--- src/rtl/selective_repeat_sender_window_assert.svh ---
// assertion macros for the selective repeat sender window
`ifndef SELECTIVE_REPEAT_SENDER_WINDOW_ASSERT_SVH
`define SELECTIVE_REPEAT_SENDER_WINDOW_ASSERT_SVH

// same-cycle implication, sampled on clk, off while arst_n is low
`define SRSW_ASSERT_NOW(label, ante, cons) \
	label: assert property (@(posedge clk) disable iff (!arst_n) (ante) |-> (cons)) \
		else $error("srsw same-cycle check failed");

// next-cycle implication, sampled on clk, off while arst_n is low
`define SRSW_ASSERT_NEXT(label, ante, cons) \
	label: assert property (@(posedge clk) disable iff (!arst_n) (ante) |=> (cons)) \
		else $error("srsw next-cycle check failed");

`endif

--- src/rtl/srsw_pkg.sv ---
// shared types and codes of the selective repeat sender window
package srsw_pkg;

	localparam int WIN_BITS  = 3;
	localparam int KIND_BITS = 2;
	localparam int ACT_BITS  = 3;

	typedef logic [WIN_BITS-1:0]  win_t;
	typedef logic [KIND_BITS-1:0] kind_t;
	typedef logic [ACT_BITS-1:0]  action_t;

	localparam win_t WIN_RESET = 3'd4;

	localparam kind_t KIND_SEND    = 2'd0;
	localparam kind_t KIND_ACK     = 2'd1;
	localparam kind_t KIND_TIMEOUT = 2'd2;

	localparam action_t ACT_REFUSED = 3'd0;
	localparam action_t ACT_SEND    = 3'd1;
	localparam action_t ACT_RESEND  = 3'd2;
	localparam action_t ACT_CORRUPT = 3'd3;
	localparam action_t ACT_OUTSIDE = 3'd4;
	localparam action_t ACT_ACKED   = 3'd5;

endpackage

--- src/rtl/srsw_ifs.sv ---
// channel interfaces: configuration write, event input, result output
interface srsw_cfg_if;
	logic                valid;
	logic                ready;
	srsw_pkg::win_t      data;

	modport source(output valid, output data, input ready);
	modport sink(input valid, input data, output ready);
endinterface

interface srsw_evt_if #(
	parameter int SEQ_BITS = 3,
	parameter int PAY_BITS = 32
);
	logic                valid;
	logic                ready;
	srsw_pkg::kind_t     kind;
	logic [SEQ_BITS-1:0] seq_num;
	logic                checksum_ok;
	logic [PAY_BITS-1:0] payload;

	modport source(output valid, output kind, output seq_num, output checksum_ok,
		output payload, input ready);
	modport sink(input valid, input kind, input seq_num, input checksum_ok,
		input payload, output ready);
endinterface

interface srsw_res_if #(
	parameter int SEQ_BITS = 3,
	parameter int PAY_BITS = 32
);
	logic                valid;
	logic                ready;
	srsw_pkg::action_t   action;
	logic [SEQ_BITS-1:0] pkt_seq;
	logic [PAY_BITS-1:0] pkt_payload;
	logic                start_timer;
	logic                stop_timer;
	logic [SEQ_BITS-1:0] window_base;
	logic [SEQ_BITS-1:0] next_seq;
	logic                window_full;

	modport source(output valid, output action, output pkt_seq, output pkt_payload,
		output start_timer, output stop_timer, output window_base, output next_seq,
		output window_full, input ready);
	modport sink(input valid, input action, input pkt_seq, input pkt_payload,
		input start_timer, input stop_timer, input window_base, input next_seq,
		input window_full, output ready);
endinterface

--- src/rtl/srsw_ram.sv ---
// generic single-write, single-read ram with registered read data
module srsw_ram #(
	parameter int WIDTH = 33,
	parameter int DEPTH = 8
) (
	input  logic                     clk,
	input  logic                     we,
	input  logic [$clog2(DEPTH)-1:0] waddr,
	input  logic [WIDTH-1:0]         wdata,
	input  logic                     re,
	input  logic [$clog2(DEPTH)-1:0] raddr,
	output logic [WIDTH-1:0]         rdata
);

	logic [WIDTH-1:0] mem [DEPTH];

	always_ff @(posedge clk) begin
		if (we) begin
			mem[waddr] <= wdata;
		end
		if (re) begin
			rdata <= mem[raddr];
		end
	end

endmodule

--- src/rtl/srsw_ctrl.sv ---
// window sequencer: event decode, slot read-modify-write, base advance, result register
`include "selective_repeat_sender_window_assert.svh"

module srsw_ctrl #(
	parameter int SEQ_COUNT    = 8,
	parameter int PAYLOAD_BITS = 32
) (
	input  logic                          clk,
	input  logic                          arst_n,
	input  srsw_pkg::win_t                window_size,
	srsw_evt_if.sink                      evt,
	srsw_res_if.source                    res,
	output logic                          mem_we,
	output logic [$clog2(SEQ_COUNT)-1:0]  mem_waddr,
	output logic [PAYLOAD_BITS:0]         mem_wdata,
	output logic                          mem_re,
	output logic [$clog2(SEQ_COUNT)-1:0]  mem_raddr,
	input  logic [PAYLOAD_BITS:0]         mem_rdata
);

	localparam int SEQ_BITS = $clog2(SEQ_COUNT);
	localparam int CNT_W    = SEQ_BITS + srsw_pkg::WIN_BITS;

	localparam logic [SEQ_BITS-1:0] SEQ_LAST  = SEQ_BITS'(SEQ_COUNT - 1);
	localparam logic [SEQ_BITS:0]   SEQ_CNT_X = (SEQ_BITS + 1)'(SEQ_COUNT);
	localparam logic [CNT_W-1:0]    WIN_MAX   = CNT_W'(SEQ_COUNT - 1);
	localparam logic [CNT_W-1:0]    WIN_MIN   = CNT_W'(1);

	localparam int ST_BITS = 3;
	localparam logic [ST_BITS-1:0] ST_IDLE    = 3'd0;
	localparam logic [ST_BITS-1:0] ST_RDACK   = 3'd1;
	localparam logic [ST_BITS-1:0] ST_ADV_RD  = 3'd2;
	localparam logic [ST_BITS-1:0] ST_ADV_CHK = 3'd3;
	localparam logic [ST_BITS-1:0] ST_RDTO    = 3'd4;

	logic [ST_BITS-1:0]  state_q, state_d;
	logic [SEQ_BITS-1:0] base_q, base_d;
	logic [SEQ_BITS-1:0] next_q, next_d;
	logic [SEQ_BITS-1:0] seq_q, seq_d;

	logic                    res_valid_q;
	srsw_pkg::action_t       action_q;
	logic [SEQ_BITS-1:0]     pkt_seq_q;
	logic [PAYLOAD_BITS-1:0] pkt_payload_q;
	logic                    start_q;
	logic                    stop_q;
	logic [SEQ_BITS-1:0]     window_base_q;
	logic [SEQ_BITS-1:0]     next_seq_q;
	logic                    full_q;

	logic                    load;
	srsw_pkg::action_t       ld_action;
	logic [SEQ_BITS-1:0]     ld_seq;
	logic [PAYLOAD_BITS-1:0] ld_pay;
	logic                    ld_start;
	logic                    ld_stop;

	logic                    acc;
	logic                    out_free;
	logic [CNT_W-1:0]        eff_win;
	logic                    full_now;
	logic                    seq_in_range;
	logic                    in_win;
	logic [SEQ_BITS-1:0]     to_slot;
	logic                    rd_acked;
	logic [PAYLOAD_BITS-1:0] rd_pay;

	function automatic logic [SEQ_BITS-1:0] inc(input logic [SEQ_BITS-1:0] p);
		return (p == SEQ_LAST) ? '0 : p + 1'b1;
	endfunction

	function automatic logic [SEQ_BITS-1:0] span(input logic [SEQ_BITS-1:0] a,
		input logic [SEQ_BITS-1:0] b);
		logic [SEQ_BITS:0] d;
		d = {1'b0, b} - {1'b0, a};
		if (b < a) begin
			d = d + SEQ_CNT_X;
		end
		return d[SEQ_BITS-1:0];
	endfunction

	function automatic logic is_full(input logic [SEQ_BITS-1:0] b,
		input logic [SEQ_BITS-1:0] n, input logic [CNT_W-1:0] w);
		return CNT_W'(span(b, n)) >= w;
	endfunction

	always_comb begin
		eff_win = CNT_W'(window_size);
		if (eff_win < WIN_MIN) begin
			eff_win = WIN_MIN;
		end else if (eff_win > WIN_MAX) begin
			eff_win = WIN_MAX;
		end
	end

	assign acc       = evt.valid && evt.ready;
	assign out_free  = !res_valid_q || res.ready;
	assign evt.ready = (state_q == ST_IDLE) && out_free;

	assign full_now     = is_full(base_q, next_q, eff_win);
	assign seq_in_range = {1'b0, evt.seq_num} < SEQ_CNT_X;
	assign in_win       = seq_in_range && (span(base_q, evt.seq_num) < span(base_q, next_q));
	assign to_slot      = seq_in_range ? evt.seq_num
		: SEQ_BITS'({1'b0, evt.seq_num} - SEQ_CNT_X);
	assign rd_acked     = mem_rdata[PAYLOAD_BITS];
	assign rd_pay       = mem_rdata[PAYLOAD_BITS-1:0];

	always_comb begin
		state_d   = state_q;
		base_d    = base_q;
		next_d    = next_q;
		seq_d     = seq_q;
		mem_we    = 1'b0;
		mem_waddr = next_q;
		mem_wdata = {1'b0, evt.payload};
		mem_re    = 1'b0;
		mem_raddr = to_slot;
		load      = 1'b0;
		ld_action = srsw_pkg::ACT_CORRUPT;
		ld_seq    = '0;
		ld_pay    = '0;
		ld_start  = 1'b0;
		ld_stop   = 1'b0;
		case (state_q)
			ST_IDLE: begin
				if (acc) begin
					case (evt.kind)
						srsw_pkg::KIND_SEND: begin
							load = 1'b1;
							if (full_now) begin
								ld_action = srsw_pkg::ACT_REFUSED;
							end else begin
								mem_we    = 1'b1;
								ld_action = srsw_pkg::ACT_SEND;
								ld_seq    = next_q;
								ld_pay    = evt.payload;
								ld_start  = 1'b1;
								next_d    = inc(next_q);
							end
						end
						srsw_pkg::KIND_ACK: begin
							if (!evt.checksum_ok) begin
								load = 1'b1;
							end else if (in_win) begin
								mem_re    = 1'b1;
								mem_raddr = evt.seq_num;
								seq_d     = evt.seq_num;
								state_d   = ST_RDACK;
							end else begin
								load      = 1'b1;
								ld_action = srsw_pkg::ACT_OUTSIDE;
								ld_seq    = evt.seq_num;
								ld_stop   = 1'b1;
							end
						end
						srsw_pkg::KIND_TIMEOUT: begin
							mem_re  = 1'b1;
							seq_d   = to_slot;
							state_d = ST_RDTO;
						end
						default: begin
							load = 1'b1;
						end
					endcase
				end
			end
			ST_RDACK: begin
				if (rd_acked) begin
					if (out_free) begin
						load      = 1'b1;
						ld_action = srsw_pkg::ACT_OUTSIDE;
						ld_seq    = seq_q;
						ld_stop   = 1'b1;
						state_d   = ST_IDLE;
					end
				end else begin
					mem_we    = 1'b1;
					mem_waddr = seq_q;
					mem_wdata = {1'b1, rd_pay};
					state_d   = ST_ADV_RD;
				end
			end
			ST_ADV_RD: begin
				if (base_q == next_q) begin
					if (out_free) begin
						load      = 1'b1;
						ld_action = srsw_pkg::ACT_ACKED;
						ld_seq    = seq_q;
						ld_stop   = 1'b1;
						state_d   = ST_IDLE;
					end
				end else begin
					mem_re    = 1'b1;
					mem_raddr = base_q;
					state_d   = ST_ADV_CHK;
				end
			end
			ST_ADV_CHK: begin
				if (rd_acked) begin
					base_d  = inc(base_q);
					state_d = ST_ADV_RD;
				end else if (out_free) begin
					load      = 1'b1;
					ld_action = srsw_pkg::ACT_ACKED;
					ld_seq    = seq_q;
					ld_stop   = 1'b1;
					state_d   = ST_IDLE;
				end
			end
			ST_RDTO: begin
				if (out_free) begin
					load      = 1'b1;
					ld_action = srsw_pkg::ACT_RESEND;
					ld_seq    = seq_q;
					ld_pay    = rd_pay;
					ld_start  = 1'b1;
					state_d   = ST_IDLE;
				end
			end
			default: begin
				state_d = ST_IDLE;
			end
		endcase
	end

	always_ff @(posedge clk or negedge arst_n) begin
		if (!arst_n) begin
			state_q     <= ST_IDLE;
			base_q      <= '0;
			next_q      <= '0;
			seq_q       <= '0;
			res_valid_q <= 1'b0;
		end else begin
			state_q <= state_d;
			base_q  <= base_d;
			next_q  <= next_d;
			seq_q   <= seq_d;
			if (load) begin
				res_valid_q <= 1'b1;
			end else if (res.ready) begin
				res_valid_q <= 1'b0;
			end
		end
	end

	always_ff @(posedge clk) begin
		if (load) begin
			action_q      <= ld_action;
			pkt_seq_q     <= ld_seq;
			pkt_payload_q <= ld_pay;
			start_q       <= ld_start;
			stop_q        <= ld_stop;
			window_base_q <= base_d;
			next_seq_q    <= next_d;
			full_q        <= is_full(base_d, next_d, eff_win);
		end
	end

	assign res.valid       = res_valid_q;
	assign res.action      = action_q;
	assign res.pkt_seq     = pkt_seq_q;
	assign res.pkt_payload = pkt_payload_q;
	assign res.start_timer = start_q;
	assign res.stop_timer  = stop_q;
	assign res.window_base = window_base_q;
	assign res.next_seq    = next_seq_q;
	assign res.window_full = full_q;

	`SRSW_ASSERT_NEXT(a_send_moves_next,
		acc && (evt.kind == srsw_pkg::KIND_SEND) && !full_now, next_q != $past(next_q))
	`SRSW_ASSERT_NEXT(a_base_moves_in_adv, state_q != ST_ADV_CHK, $stable(base_q))
	`SRSW_ASSERT_NOW(a_adv_inside_window, state_q == ST_ADV_CHK, base_q != next_q)
	`SRSW_ASSERT_NOW(a_write_states, mem_we, (state_q == ST_IDLE) || (state_q == ST_RDACK))

endmodule

--- src/rtl/selective_repeat_sender_window.sv ---
// top level of the selective repeat sender window: window register, slot ram, sequencer
// results: send, refused send, corrupt ack and out-of-window ack are loaded into the result
// register from idle; a timeout or an ack of an already acked slot after a read of its slot;
// a recorded ack after that read, a write of its acked bit and the base advance loop
// throughput: one send per cycle while the result output is not stalled; timeouts and acks
// hold off new items until their result is loaded; acks loop on the single ram read port
// reset: window pointers zero, window size 4, no result pending; slot ram is not cleared
module selective_repeat_sender_window #(
	parameter int SEQ_COUNT    = 8,
	parameter int PAYLOAD_BITS = 32
) (
	input  logic       clk,
	input  logic       arst_n,
	srsw_cfg_if.sink   cfg,
	srsw_evt_if.sink   evt,
	srsw_res_if.source res
);

	localparam int SEQ_BITS = $clog2(SEQ_COUNT);

	srsw_pkg::win_t        win_q;
	logic                  mem_we;
	logic [SEQ_BITS-1:0]   mem_waddr;
	logic [PAYLOAD_BITS:0] mem_wdata;
	logic                  mem_re;
	logic [SEQ_BITS-1:0]   mem_raddr;
	logic [PAYLOAD_BITS:0] mem_rdata;

	assign cfg.ready = 1'b1;

	always_ff @(posedge clk or negedge arst_n) begin
		if (!arst_n) begin
			win_q <= srsw_pkg::WIN_RESET;
		end else if (cfg.valid) begin
			win_q <= cfg.data;
		end
	end

	srsw_ram #(
		.WIDTH(PAYLOAD_BITS + 1),
		.DEPTH(SEQ_COUNT)
	) u_slot_ram (
		.clk  (clk),
		.we   (mem_we),
		.waddr(mem_waddr),
		.wdata(mem_wdata),
		.re   (mem_re),
		.raddr(mem_raddr),
		.rdata(mem_rdata)
	);

	srsw_ctrl #(
		.SEQ_COUNT   (SEQ_COUNT),
		.PAYLOAD_BITS(PAYLOAD_BITS)
	) u_ctrl (
		.clk        (clk),
		.arst_n     (arst_n),
		.window_size(win_q),
		.evt        (evt),
		.res        (res),
		.mem_we     (mem_we),
		.mem_waddr  (mem_waddr),
		.mem_wdata  (mem_wdata),
		.mem_re     (mem_re),
		.mem_raddr  (mem_raddr),
		.mem_rdata  (mem_rdata)
	);

endmodule

--- src/flat_wrapper.sv ---
// flat-port wrapper written by rule: the top's interface ports become plain ports
module selective_repeat_sender_window_flat import srsw_pkg::*;
#(
	parameter int SEQ_COUNT    = 8,
	parameter int PAYLOAD_BITS = 32
)
  (clk, arst_n, cfg_valid, cfg_data, cfg_ready, evt_valid, evt_kind, evt_seq_num, evt_checksum_ok, evt_payload, evt_ready, res_valid, res_action, res_pkt_seq, res_pkt_payload, res_start_timer, res_stop_timer, res_window_base, res_next_seq, res_window_full, res_ready);
  srsw_cfg_if cfg_i ();
  srsw_evt_if #(.SEQ_BITS(3), .PAY_BITS(32)) evt_i ();
  srsw_res_if #(.SEQ_BITS(3), .PAY_BITS(32)) res_i ();
  input  logic clk;
  input  logic arst_n;
  input wire logic [$bits(cfg_i.valid)-1:0] cfg_valid;
  input wire logic [$bits(cfg_i.data)-1:0] cfg_data;
  output wire logic [$bits(cfg_i.ready)-1:0] cfg_ready;
  input wire logic [$bits(evt_i.valid)-1:0] evt_valid;
  input wire logic [$bits(evt_i.kind)-1:0] evt_kind;
  input wire logic [$bits(evt_i.seq_num)-1:0] evt_seq_num;
  input wire logic [$bits(evt_i.checksum_ok)-1:0] evt_checksum_ok;
  input wire logic [$bits(evt_i.payload)-1:0] evt_payload;
  output wire logic [$bits(evt_i.ready)-1:0] evt_ready;
  output wire logic [$bits(res_i.valid)-1:0] res_valid;
  output wire logic [$bits(res_i.action)-1:0] res_action;
  output wire logic [$bits(res_i.pkt_seq)-1:0] res_pkt_seq;
  output wire logic [$bits(res_i.pkt_payload)-1:0] res_pkt_payload;
  output wire logic [$bits(res_i.start_timer)-1:0] res_start_timer;
  output wire logic [$bits(res_i.stop_timer)-1:0] res_stop_timer;
  output wire logic [$bits(res_i.window_base)-1:0] res_window_base;
  output wire logic [$bits(res_i.next_seq)-1:0] res_next_seq;
  output wire logic [$bits(res_i.window_full)-1:0] res_window_full;
  input wire logic [$bits(res_i.ready)-1:0] res_ready;
  assign cfg_i.valid = cfg_valid;
  assign cfg_i.data = cfg_data;
  assign cfg_ready = cfg_i.ready;
  assign evt_i.valid = evt_valid;
  assign evt_i.kind = evt_kind;
  assign evt_i.seq_num = evt_seq_num;
  assign evt_i.checksum_ok = evt_checksum_ok;
  assign evt_i.payload = evt_payload;
  assign evt_ready = evt_i.ready;
  assign res_valid = res_i.valid;
  assign res_action = res_i.action;
  assign res_pkt_seq = res_i.pkt_seq;
  assign res_pkt_payload = res_i.pkt_payload;
  assign res_start_timer = res_i.start_timer;
  assign res_stop_timer = res_i.stop_timer;
  assign res_window_base = res_i.window_base;
  assign res_next_seq = res_i.next_seq;
  assign res_window_full = res_i.window_full;
  assign res_i.ready = res_ready;
  selective_repeat_sender_window #(.SEQ_COUNT(SEQ_COUNT), .PAYLOAD_BITS(PAYLOAD_BITS)) u_core (.clk(clk), .arst_n(arst_n), .cfg(cfg_i), .evt(evt_i), .res(res_i));
endmodule
--- config.mk ---
export PLATFORM = sky130hd
export DESIGN_NAME = selective_repeat_sender_window_flat
export DESIGN_NICKNAME = d
export VERILOG_FILES = /design/src/rtl/srsw_pkg.sv /design/src/rtl/srsw_ifs.sv /design/src/rtl/srsw_ram.sv /design/src/rtl/srsw_ctrl.sv /design/src/rtl/selective_repeat_sender_window.sv /design/src/flat_wrapper.sv
export VERILOG_INCLUDE_DIRS = /design/src /design/src/rtl
export SDC_FILE = /design/constraint.sdc
export NUM_CORES = 1
export LEC_CHECK = 0
export ABC_CLOCK_PERIOD_IN_PS = 5600
export BUFFER_PORTS_ARGS = -buffer_cell sky130_fd_sc_hd__buf_4
export CORE_MARGIN = 2
export CORE_UTILIZATION = 49
export DETAILED_ROUTE_END_ITERATION = 10
export HOLD_SLACK_MARGIN = 0.05
export PLACE_DENSITY = 0.64
export SYNTH_ARGS = -nofsm -noshare
export SYNTH_HDL_FRONTEND = slang
export SYNTH_HIERARCHICAL = 1
export SYNTH_SLANG_ARGS = --single-unit
export TNS_END_PERCENT = 5
--- constraint.sdc ---
create_clock -name clk -period 5.6 [get_ports clk]
set_clock_uncertainty 0.15 [all_clocks]
set_input_delay 0.56 -clock clk [delete_from_list [all_inputs] [get_ports clk]]
set_output_delay 0.56 -clock clk [all_outputs]
set_load 0.1 [all_outputs]
### Word-level counts from Yosys, hierarchy flattened

Memory sizes are Yosys's and may differ from the RTL's. A register that Yosys moved wholly into a read port is not among the register bits.
Cells that the tools add are included.

| cells by class | value |
|---|---|
| $lt $le $gt $ge | 7 |
| muxes and demuxes | 87 |
| equal/unequal tests | 15 |
| add/sub/neg operators | 8 |
| reduce and logical (&&, ||, !) cells | 10 |

Operators by type and width:

| operator | count |
|---|---|
| $mux W32 | 4 |
| $mux W3 | 42 |
| $mux W33 | 2 |
| $pmux W32 S2 | 1 |
| $pmux W3 S5 | 3 |
| $mux W1 | 24 |
| $pmux W3 S2 | 4 |
| $add A3 B1 Y3 const B | 5 |
| $lt A3 B3 Y1 | 4 |
| $pmux W1 S2 | 5 |
| $eq A3 B3 Y1 const B | 3 |
| $sub A3 B3 Y3 | 3 |
| $eq A3 B2 Y1 const B | 2 |
| $ge A3 B6 Y1 | 1 |
| $ne A2 B2 Y1 const B | 3 |
| $ne A3 B3 Y1 const B | 2 |
| $pmux W1 S5 | 1 |
| $reduce_and A5 Y1 | 1 |
| $pmux W1 S4 | 1 |
| $reduce_and A4 Y1 | 1 |
| $reduce_bool A2 Y1 | 2 |
| $eq A3 B1 Y1 const B | 1 |
| $eq A3 B3 Y1 | 1 |
| $ge A3 B3 Y1 | 1 |
| other kinds (9) | 10 |

| word-level totals | value |
|---|---|
| memories kept | 1 |
| input port bits | 46 |
| register bits after elaboration | 63 |
| memory bits (writable) | 264 |
| output and inout port bits | 50 |
| word-level logic and storage cells | 142 |

Memories:

| name | depth | bits a word | rd ports | clocked after Yosys merged registers in | wr ports | line | text |
|---|---|---|---|---|---|---|---|
| u_core.u_slot_ram.mem | 8 | 33 | 1 | 1 | 1 | srsw_ram.sv:15 | `logic [WIDTH-1:0] mem [DEPTH];` |

### Depth between registers and ports, before layout

Gate-level depths: netlist of run 1.

| logic depth | value |
|---|---|
| depth after elaboration | 13 |
| gate-level depth with buffers | 16 |
| depth with buffers taken out | 16 |

### Cells and area by module

The synthesis of run 1 kept the hierarchy.

Modules (own cells, without submodules):

| module | seq. area each (um^2) | times used | area each (um^2) | cells each |
|---|---|---|---|---|
| srsw_ram | 8918.6 | 1 | 10970.5 | 427 |
| srsw_ctrl | 1736.7 | 1 | 3575.9 | 289 |
| selective_repeat_sender_window | 76.3 | 1 | 121.4 | 8 |

### Worst setup path after synthesis of run 1

OpenSTA, ideal clock, no wires.

| timing | value |
|---|---|
| path type | register to register |
| start | register u_core.u_ctrl.next_q[0] |
| end | memory u_core.u_slot_ram.mem[0][0], enable pin |
| stages on the path, launching flop included | 13 |
| setup time | 0.464 ns |
| data arrival time | 4.401 ns |
| path slack | 0.584 ns |
| clock period less this slack | 5.016 ns |
| path through | dfrtp_1 > inv_1 > ha_1 > inv_1 > fa_1 > xor2_1 > ha_1 > nand2_1 > o211ai_2 > nor2_8 > or2_2 > nand2b_1 > nor3_1 |

| on the way | value |
|---|---|
| word-level cells in the longest chain between the ends | 10 |

Ends and longest elaborated chain:

| item | line | text |
|---|---|---|
| start: declaration | srsw_ctrl.sv:38 | `logic [SEQ_BITS-1:0] next_q, next_d;` |
| start signal: assignment | srsw_ctrl.sv:236 | `next_q <= next_d;` |
| $sub A3 B3 Y3 | srsw_ctrl.sv:75 | `d = {1'b0, b} - {1'b0, a};` |
| $add A3 B1 Y3 | srsw_ctrl.sv:77 | `d = d + SEQ_CNT_X;` |
| $mux W3 (*) | srsw_ctrl.sv:76 | `if (b < a) begin` |
| $ge A3 B6 Y1 (*) | srsw_ctrl.sv:84 | `return CNT_W'(span(b, n)) >= w;` |
| $mux W1 (*) | srsw_ctrl.sv:130 | `if (full_now) begin` |
| $mux W1 (*) | srsw_ctrl.sv:127 | `case (evt.kind)` |
| $mux W1 (*) | srsw_ctrl.sv:126 | `if (acc) begin` |
| $pmux W1 S2 (*) | srsw_ctrl.sv:124 | `case (state_q)` |
| via u_core.mem_we | selective_repeat_sender_window.sv:22 | `logic mem_we;` |
| $mux W1 (*) | srsw_ram.sv:18 | `if (we) begin` |
| $mux W1 (not written as such) (*) | srsw_ram.sv:19 | `mem[waddr] <= wdata;` |
| end: declaration | srsw_ram.sv:15 |  |

The timed path passes the listed nets; every way through them passes the cells marked *.

### Worst setup path in the final report of run 1

| timing | value |
|---|---|
| start | register u_core.u_ctrl.next_q[0] |
| end | register u_core.u_ctrl.full_q, in the netlist u_core/u_ctrl/res.window_full (data pin) |

| on the way | value |
|---|---|
| word-level cells in the longest chain between the ends | 13 |

Ends and longest elaborated chain:

| item | line | text |
|---|---|---|
| $sub A3 B3 Y3 | srsw_ctrl.sv:75 |  |
| $add A3 B1 Y3 | srsw_ctrl.sv:77 |  |
| $mux W3 | srsw_ctrl.sv:76 |  |
| $ge A3 B6 Y1 | srsw_ctrl.sv:84 |  |
| $mux W3 | srsw_ctrl.sv:130 |  |
| $mux W3 | srsw_ctrl.sv:127 |  |
| $mux W3 | srsw_ctrl.sv:126 |  |
| $mux W3 (*) | srsw_ctrl.sv:124 |  |
| $sub A3 B3 Y3 | srsw_ctrl.sv:75 |  |
| $add A3 B1 Y3 | srsw_ctrl.sv:77 |  |
| $mux W3 (*) | srsw_ctrl.sv:76 |  |
| $mux W3 (*) | srsw_ctrl.sv:247 | `if (load) begin` |
| $ge A3 B3 Y1 (*) | srsw_ctrl.sv:84 |  |
| end signal: assignment | srsw_ctrl.sv:255 | `full_q <= is_full(base_d, next_d, eff_win);` |
| end: declaration | srsw_ctrl.sv:49 | `logic full_q;` |

Every way passes the cells marked *; elsewhere a longest branch is shown, timed or not. The select of a mux whose other input is x is not followed.
A chain may end at the register's enable or synchronous reset.

==> results of run 1 <==
==> Yosys cell counts, types with 2 or more instances <==
master	n
buf_1	4
mux2_2	77
ha_1	19
a22o_1	34
a21oi_1	6
buf_6	5
inv_1	16
mux4_2	60
nand3_1	5
xor2_1	3
nor2b_1	9
buf_4	3
dfrtp_1	15
xnor2_1	2
nand2b_1	8
nor2_1	11
a31oi_1	3
fa_1	3
buf_2	15
nor3_1	6
nand4_1	2
nand2_1	16
clkbuf_1	7
or2_2	2
and3_1	2
mux4_1	6
edfxtp_1	344
o21ai_0	17
a21o_1	4
a22oi_1	4
==> where the power goes <==
group	total (mW)	internal, mW	switching [mW]	leakage, nW
sequential	3.96	3.75	0.213	3.34
clock	2.71	1.69	1.02	0.668
combinational	3.94	1.21	2.74	1.96
==> registers in the layout (all words and copies together) (netlist names) <==
signal                         cells
u_core/u_ctrl/res.window_base      3
u_core/u_slot_ram/mem            264
u_core/u_ctrl/next_q               3
u_core/u_ctrl/res.window_full      1
u_core/u_ctrl/base_q               3
u_core/u_ctrl/state_q              3
u_core/u_ctrl/seq_q                3
u_core/u_ctrl/res.valid            1
u_core/u_ctrl/res.pkt_payload     32
u_core/u_ctrl/res.pkt_seq          3
u_core/u_slot_ram/rdata           33
u_core/u_ctrl/res.start_timer      1
u_core/u_ctrl/res.next_seq         3
u_core/win_q                       3
u_core/u_ctrl/res.action           3
u_core/u_ctrl/res.stop_timer       1
==> metrics by stage <==
stage                     cells  util (%)  hold WS (ns)
final                      1265     58.51        0.1324
after global routing       1265     58.51        0.1167
after CTS                  1265     58.51        0.1140
after detailed placement   1194     53.83        0.2928
after global placement     1194     53.83        0.2874
after floorplan             724         -        0.1144
==> critical path: cells and delay by family, from the launching register on <==
| family | cells | cell delay [ns] |
|---|---|---|
| AOI/OAI and AO/OA | 2 | 0.32 |
| xor gates and xnor gates | 2 | 0.58 |
| adders and majority gates | 6 | 1.75 |
| buffers and inverters | 2 | 0.14 |
| DFF | 1 | 0.42 |
| muxes | 1 | 0.17 |
| and+or+nand+nor | 2 | 0.54 |
==> routing by layer <==
metal,vias up,GRT usage (%)
met3,55,3.222
met4,0,5.647
met2,231,30.93
met1,3871,27.39
li1,3208,-
met5,-,0
==> final timing paths <==
path / startpoint / to / slack, ns
hold reg to reg: u_core/win_q[0] / u_core/win_q[0] / 0.36
setup / recovery: u_core/u_ctrl/next_q[0] / u_core/u_ctrl/res.window_full / 1.27
min in group asynchronous: arst_n / u_core/u_ctrl/seq_q[0] / 0.30
hold / removal: cfg_data[2] / u_core/win_q[2] / 0.13
setup reg to reg: u_core/u_ctrl/next_q[0] / u_core/u_ctrl/res.window_full / 1.27
max in group asynchronous: arst_n / u_core/win_q[2] / 4.75
==> cell type report <==
class	count	share of cell area [%]
Clock buffer	49	6.214
Clock inverter	21	1.722
Inverter	17	0.3690
Multi-Input combinational cell	313	21.75
Sequential cell	360	62.05
Tap cell	390	2.821
Timing Repair Buffer	115	5.079
==> logic make-up after synthesis <==
family | after synthesis | synth area share [%]
flops | 360 | 73.16
mux | 145 | 16.37
fa+ha+maj | 22 | 2.030
other cells | 1 | 0.02557
buf+inv | 51 | 1.766
xor+xnor | 6 | 0.4607
compound gates | 73 | 3.677
simple gates | 66 | 2.508
==> impl_metrics.yaml, run 1 <==
cts:
  cts_max_level: 2
  cts_tree: "yes"
  cts_sinks: 360
  clk_pin_slew_ns: 0.05
  cts_made_buffers: 39
  holdBufCountCts: 1
  cts_root_buffer: "clkbuf_16"
  cts.repair.resized: 0
  clock_latency_ns: 0.53
  clockBufferDepth: 3
  cts_setup_buffers: 0
floorplan:
  rows: 63
  io_pins: 96
  chipWidth_um: 177.0
  initial_utilization_pct: 49.62
  die_y_um: 177.0
  core_area_um2: 29560
  die_area_um2: 31330
finish:
  multi_input_area_um2: 3761
  fin_area_um2: 17300
  diodes: 0
  ff_latch_area_um2: 10730
  syn2layout_area_growth_pct: 17.91
  layout_common_cells: "344 x edfxtp_1, 113 x buf_4, 76 x mux2_2"
  fin_nets: 914
  drive_gt1_share_pct: 37.94
  nFillCells: 2159
  final_common_cell: "edfxtp_1"
yosys:
  ys_ff_latch: 360
  synth_nets: 792
  synth_edf_count: 344
  yosysUniqueCellTypes: 46
  syn_area_um2: 14670
  yosysWarningCount: 6
  async_flop_share_pct: 4.444
  synthCells: 724
  ys_seq_area_share_pct: 73.16
  synth_top_area_share_pct: 70.43
  syn_avg_cell_area_um2: 20.26
  synth_area_leaders: "edfxtp_1 70%, mux4_2 9.2%, mux2_2 5.9%, dfrtp_1 2.6%, a22o_1 2.0%"
  synth_largest_area_cell: "edfxtp_1"
  synth_flop_cell: "edfxtp_1"
place:
  placed_area_um2: 15910
  dpl.hpwl_mm: 17.27
  gp_congestion: 0.8689
  port_buffers: 94
  dp_slack_ns: 1.317
detailed_routing:
  wl_met1_mm: 12.98
  met3_length_mm: 1.665
  dr_wl_met2_mm: 14.07
  drc: 0
  vias: 7365
  wl_per_cell_um: 23.21
  drt_pass1_iterations: 5
  detail-route-antenna-nets: 0
  top_layer: "met4"
  drt_first_iter_violations: 602
  drt-total-wl_mm: 29.36
  drt-vias-per-instance: 5.822
setup_path:
  end_kind: "register"
  crit_fanout: 21
  criticalPathCategory: "register to register"
  arrival_ns: 4.44
  start_kind: "register"
  ff2ff_path_depth: 15
  crit_slowest_cell: "dfrtp_1"
  required_ns: 5.72
  crit_chain: "inv_1 > ha_1 > inv_1 > fa_1 > xor2_1 > ha_1 > nand2_1 > o211ai_2 > nor2_8 > mux2i_1 > ha_1 > fa_1 > xor3_1 > ha_1 > a21o_1"
  crit_top_cell: "ha_1"
  slowest_delay_ns: 0.42
global_routing:
  grt_usage_pct: 19.26
  globalRouteOverflowTotal: 0
  grt_first_pass_wirelength_mm: 45.54
  grt_pass1_vias: 7815
  antenna_found_initial: 0
  grt_max_degree: 59
timing:
  finalSetupViolCount: 0
  relSlewSlack_pct: 28.75
  tns_ns: 0
  worstMarginPinSlew_ns: 1.065
  fin_crit_sh_pct: 77.24
  maxSlewViolCount: 0
  fin_crit_ns: 4.326
  final_hold_viol_count: 0
  worst_slack_ns: 1.274
  rsz0062_at_grt: "false"
  max_freq_mhz: 231.2
flow_run:
  cap_violations: 0
status:
  status: "complete, no violations"
min_path:
  hp-class: "input port to register"
  hold_depth: 2
power_and_ir_drop:
  ir_drop_mv: 0.3610
  p_total_mw: 10.62
  power_leakage_nw: 5.969
  power_density_nw_per_um2: 613.8
Note: power is estimated with default switching activity, not from simulation.
==> inputs of run 2 (changes only) <==
Settings changed: ABC_AREA from default to 1, ABC_CLOCK_PERIOD_IN_PS 5600 to 3980, PLACE_DENSITY 0.64 to 0.63.
Clock period 5.6 ns to 3.98 ns, I/O delays scaled along.
==> impl_metrics.yaml, run 2 <==
status:
  status: "complete, no violations"
timing:
  fin_crit_ns: 3.880
  worst_slack_ns: 0.09963
  worstMarginPinSlew_ns: 1.056
  hold_ws_ns: 0.07921
  tns_ns: 0
  relSlewSlack_pct: 29.53
  rsz0062_at_grt: "true"
  final_hold_viol_count: 0
  fin_crit_sh_pct: 97.50
  maxSlewViolCount: 0
  max_freq_mhz: 257.7
  finalSetupViolCount: 0
power_and_ir_drop:
  power_density_nw_per_um2: 803.6
  ir_drop_mv: 0.7276
  p_total_mw: 15.46
  power_leakage_nw: 8.582
place:
  dp_cells: 2169
  dpl.hpwl_mm: 21.69
  dp_slack_ns: -0.07912
  gp_congestion: 0.8612
  placed_area_um2: 17800
  port_buffers: 94
global_routing:
  globalRouteOverflowTotal: 0
  grt_max_degree: 73
  grt_pass1_vias: 11096
  grt_usage_pct: 21.78
  grt_first_pass_wirelength_mm: 59.75
  antenna_found_initial: 0
setup_path:
  start_kind: "register"
  crit_fanout: 3
  arrival_ns: 3.99
  required_ns: 4.09
  criticalPathCategory: "register to register"
  end_kind: "register"
detailed_routing:
  drc: 0
  detail-route-antenna-nets: 0
  drt-total-wl_mm: 37.74
  wl_per_cell_um: 16.73
  drt-vias-per-instance: 5.027
  vias: 11341
  drt_pass1_iterations: 5
  drt_first_iter_violations: 897
finish:
  finish.utilization_pct: 58.69
  final_common_cell: "nand2_1"
  largest_reg_flops: 264
  fin_area_um2: 19240
  fin_nets: 1852
  layout_common_cells: "529 x nand2_1, 344 x edfxtp_1, 335 x inv_1"
  drive_gt1_share_pct: 13.45
  fin_cells: 2256
  diodes: 0
  syn2layout_area_growth_pct: 17.33
  largest-register: "u_core/u_slot_ram/mem"
yosys:
  synthCells: 1656
  synth_area_leaders: "edfxtp_1 63%, nand2_1 12%, inv_1 7.8%, nand3_1 5.7%, dfrtp_1 2.3%"
  ys_seq_area_share_pct: 65.44
  yosysMostFrequentCell: "nand2_1"
  synth_nets: 1724
  syn_avg_cell_area_um2: 9.902
  syn_area_um2: 16400
  synth_largest_area_cell: "edfxtp_1"
  ys_ff_latch: 360
  yosys-top-cells-count: "534 x nand2_1, 344 x edfxtp_1, 340 x inv_1"
  async_flop_share_pct: 4.444
  synth_flop_cell: "edfxtp_1"
  yosysWarningCount: 6
  yosysUniqueCellTypes: 33
  synth_top_area_share_pct: 62.99
  synth_edf_count: 344
min_path:
  hp-class: "input port to register"
cts:
  clk_pin_slew_ns: 0.06
  cts_tree: "yes"
  cts_root_buffer: "clkbuf_16"
  clockBufferDepth: 3
  cts_sinks: 360
  cts_max_level: 2
  clock_latency_ns: 0.52
  cts_made_buffers: 38
floorplan:
  core_area_um2: 32780
  io_pins: 96
  die_area_um2: 34940
  initial_utilization_pct: 50.02
  chipWidth_um: 186.9
  rows: 66
  die_y_um: 186.9
flow_run:
  cap_violations: 0
run 2: cell types whose count changed in the layout (fill, tap and decap cells not counted), moves of 26 or more:
cell     previous run  this run
nand3_1             5       185
inv_1              16       335
nand2_1            15       529
a22o_1             34         0
buf_4             113       139
mux2_2             76         1
mux4_2             60         0
o21ai_0            16        64
run 2: worst paths after layout:
| check | from | to | slack [ns] | cells after the start |
|---|---|---|---|---|
| setup reg to reg | u_core/u_ctrl/next_q[0] | u_core/u_ctrl/res.window_full | 0.1 | 24 |
| hold / removal | evt_payload[12] | u_core/u_ctrl/res.pkt_payload[12] | 0.08 | 3 |
| hold reg to reg | u_core/u_ctrl/seq_q[1] | u_core/u_ctrl/seq_q[1] | 0.36 | 2 |
| max in group asynchronous | arst_n | u_core/win_q[2] | 3.29 | 2 |
| min in group asynchronous | arst_n | u_core/u_ctrl/seq_q[0] | 0.13 | 2 |
| setup / recovery | u_core/u_ctrl/next_q[0] | u_core/u_ctrl/res.window_full | 0.1 | 24 |
run 2: per-layer routing:
metal  GRT usage, %  wire, um  vias up
li1               -         -     5535
met1          30.04     16540     5399
met2          36.23     17930      351
met3          3.208      2503       56
met4          6.044       770        0
met5              0         0        -
run 2: worst max-delay path, stage by stage, from the launching register on:
cell and delay, ns:
dfrtp_1 0.39, inv_2 0.08, ha_4 0.13, inv_2 0.04
fa_2 0.36, xor2_2 0.14, inv_1 0.06, ha_1 0.21
nor2_2 0.20, nand3_4 0.11, nor2_4 0.15, nor2_2 0.05
nor2_2 0.12, inv_1 0.05, ha_2 0.17, fa_2 0.38
inv_2 0.08, nand3_2 0.07, nand2_1 0.06, nand3_1 0.07
nand2_1 0.08, inv_2 0.04, ha_4 0.22, a21oi_2 0.12
o211ai_1 0.10
run 2: logic make-up after synthesis:
logic type / after synthesis / share of synthesized area (%)
AOI/OAI and AO/OA: 97 / 3.006
xor gates and xnor gates: 3 / 0.1603
adders and majority gates: 22 / 1.816
buffers and inverters: 412 / 10.29
DFF: 360 / 65.44
muxes: 1 / 0.06867
other: 1 / 0.02287
and+or+nand+nor: 760 / 19.19
run 2: where the power goes:
group	internal [mW]	switching, mW	leakage [nW]
clock	2.01	1.40	0.592
combinational	1.67	4.92	4.64
sequential	5.23	0.242	3.35
total	8.90	6.56	8.58
run 2: what timing repair did:
| action | CTS | global route |
|---|---|---|
| gates resized for setup | 1 | 19 |
| pin swaps | 1 | 9 |
| hold buffers | 13 | 0 |
| buffers inserted | 2 | 2 |
| endpoints found under the setup margin | 1 | 1 |
| endpoints found under the hold margin | 22 | 0 |
run 2: cell type report:
| cell class | count | area (um^2) |
|---|---|---|
| clock buffer | 50 | 1060 |
| clock inverter | 20 | 142.6 |
| fill | 2752 | 13540 |
| inverter | 342 | 1286 |
| multi-input combinational | 884 | 4173 |
| sequential | 360 | 10730 |
| tap | 442 | 553.0 |
| timing repair buffer | 158 | 1294 |
==> inputs of run 3 (changes only) <==
Settings changed: BUFFER_PORTS_ARGS -buffer_cell sky130_fd_sc_hd__buf_4 to default, CTS_CLUSTER_DIAMETER from default to 40, DONT_BUFFER_PORTS from default to 1, PLACE_DENSITY 0.63 to 0.61.
==> impl_metrics.yaml, run 3 (same netlist as run 2, synthesis figures left out) <==
finish:
  largest_reg_flops: 264
  nFillCells: 2755
  finish.utilization_pct: 58.32
  diodes: 0
  syn2layout_area_growth_pct: 16.60
  layout_common_cells: "530 x nand2_1, 344 x edfxtp_1, 334 x inv_1"
  ff_latch_area_um2: 10730
  fin_nets: 1790
  multi_input_area_um2: 4173
  drive_gt1_share_pct: 9.567
  largest-register: "u_core/u_slot_ram/mem"
  final_common_cell: "nand2_1"
power_and_ir_drop:
  combPwrFrac_pct: 27.8
  ir_drop_mv: 0.6108
  internal_power_mw: 9.195
  power_density_nw_per_um2: 829.6
  p_total_mw: 15.86
  power_frac_clock_pct: 26.3
  p_sw_mw: 6.666
  p_seq_share_pct: 45.9
  swShare_pct: 42.03
  power_leakage_nw: 8.390
floorplan:
  die_area_um2: 34940
  rows: 66
  chipWidth_um: 186.9
  die_y_um: 186.9
  io_pins: 96
  core_area_um2: 32780
  initial_utilization_pct: 50.02
cts:
  cts_sinks: 360
  cts_max_level: 2
  clk_pin_slew_ns: 0.05
  clock_latency_ns: 0.55
  cts_root_buffer: "clkbuf_16"
  clockBufferDepth: 3
  cts_made_buffers: 46
  cts_tree: "yes"
timing:
  worstMarginPinSlew_ns: 0.9822
  rsz0062_at_grt: "true"
  fin_crit_ns: 3.940
  final_hold_viol_count: 0
  max_freq_mhz: 253.8
  fin_crit_sh_pct: 99.00
  maxSlewViolCount: 0
  worst_slack_ns: 0.03964
  relSlewSlack_pct: 33.82
  hold_ws_ns: 0.06872
  finalSetupViolCount: 0
detailed_routing:
  drc: 0
  drt-total-wl_mm: 38.55
  dr_wl_met2_mm: 18.55
  drt-vias-per-instance: 5.097
  drt_pass1_iterations: 6
  detail-route-antenna-nets: 0
  met3_length_mm: 2.069
  wl_per_cell_um: 17.54
  vias: 11203
  drt_first_iter_violations: 746
  wl_met1_mm: 16.76
  top_layer: "met4"
global_routing:
  globalRouteOverflowTotal: 0
  grt_max_degree: 133
  grt_usage_pct: 22.03
  antenna_found_initial: 0
  grt_pass1_vias: 10826
  grt_first_pass_wirelength_mm: 59.80
setup_path:
  criticalPathCategory: "register to register"
  required_ns: 4.12
  rrSetupSlack_ns: 0.04
  start_kind: "register"
  arrival_ns: 4.08
  end_kind: "register"
  reg2reg_from: "u_core/u_ctrl/next_q[0]"
  ff2ff_path_depth: 24
  crit_fanout: 3
  crit_start: "u_core/u_ctrl/next_q[0]"
place:
  dp_slack_ns: -0.1732
  port_buffers: 0
  gp_congestion: 0.8972
  dpl.hpwl_mm: 21.79
status:
  status: "complete, no violations"
min_path:
  hp-class: "input port to register"
  worstHoldStart: "evt_payload[19]"
  hold_depth: 2
flow_run:
  cap_violations: 0
## run 3: changes by cell type in the layout (fill, tap and decap cells not counted), moves of 2 or more
cell,change
dlygate4sd3_1,+22
clkinv_4,+2
clkbuf_1,-2
buf_4,-92
bufinv_16,+4
clkinv_1,-3
clkinv_2,-2
clkbuf_16,+8
clkinvlp_4,+2
inv_6,+3
## run 3: cell type report
type / instances / area share, %
clock inverters: 26 / 1.571
well taps: 442 / 2.892
clock buffers: 56 / 6.551
repair buffers: 88 / 4.306
multi-input cells: 884 / 21.82
inverters: 342 / 6.727
flip-flops and latches: 360 / 56.13
## run 3: through the flow
stage,cells,setup TNS [ns],area (um^2)
4_1_cts,2194,0,19040
5_1_grt,2198,-0.1975,19120
3_5_place_dp,2077,-0.1732,17110
3_3_place_gp,2077,-0.005718,17110
2_1_floorplan,1656,-57.07,16400
6_report,2198,0,19120
## run 3: power by group through the flow
stage / Sequential (mW) / Combinational, mW / Clock [mW]
finish: 7.28 / 4.40 / 4.17
global route: 7.35 / 4.91 / 4.41
CTS: 7.29 / 4.28 / 4.25
detailed placement: 7.35 / 4.16 / 0
global placement: 7.34 / 4.10 / 0
floorplan: 7.33 / 2.80 / 0
## run 3: metal layers
| layer | track usage, % | up-vias |
|---|---|---|
| met4 | 8.059 | 0 |
| met1 | 28.94 | 5363 |
| li1 | - | 5418 |
| met5 | 0 | - |
| met2 | 37.07 | 340 |
| met3 | 3.621 | 82 |
## run 3: worst max-delay path, stage by stage (launching register included)
cell,delay (ns)
dfrtp_1,0.39
inv_2,0.08
ha_4,0.13
inv_2,0.04
fa_2,0.38
xor2_1,0.20
inv_1,0.07
ha_1,0.28
nand2_2,0.11
nand3_4,0.09
nor2_4,0.14
nor2_2,0.05
nor2_2,0.14
inv_2,0.07
ha_4,0.16
fa_2,0.38
inv_2,0.07
nand3_2,0.06
nand2_1,0.06
nand3_1,0.07
nand2_1,0.09
inv_2,0.05
ha_4,0.21
a21oi_2,0.11
o211ai_1,0.10
## run 3: path summary, 6_finish.rpt
path,to
worst max-delay path,u_core/u_ctrl/res.window_full
worst min-delay path,u_core/u_ctrl/res.pkt_payload[19]
worst max register to register,u_core/u_ctrl/res.window_full
worst min register to register,u_core/win_q[0]
max in group asynchronous,u_core/u_ctrl/base_q[0]
min in group asynchronous,u_core/u_ctrl/seq_q[0]
## run 3: timing repair
action                                 in CTS  in global routing
setup endpoints to repair                   1                  1
pin swaps                                   2                 13
endpoints found under the hold margin      49                  0
gates cloned                                0                  0
resized for setup                           6                 14
hold buffers                               35                  0
setup buffers                               0                  4
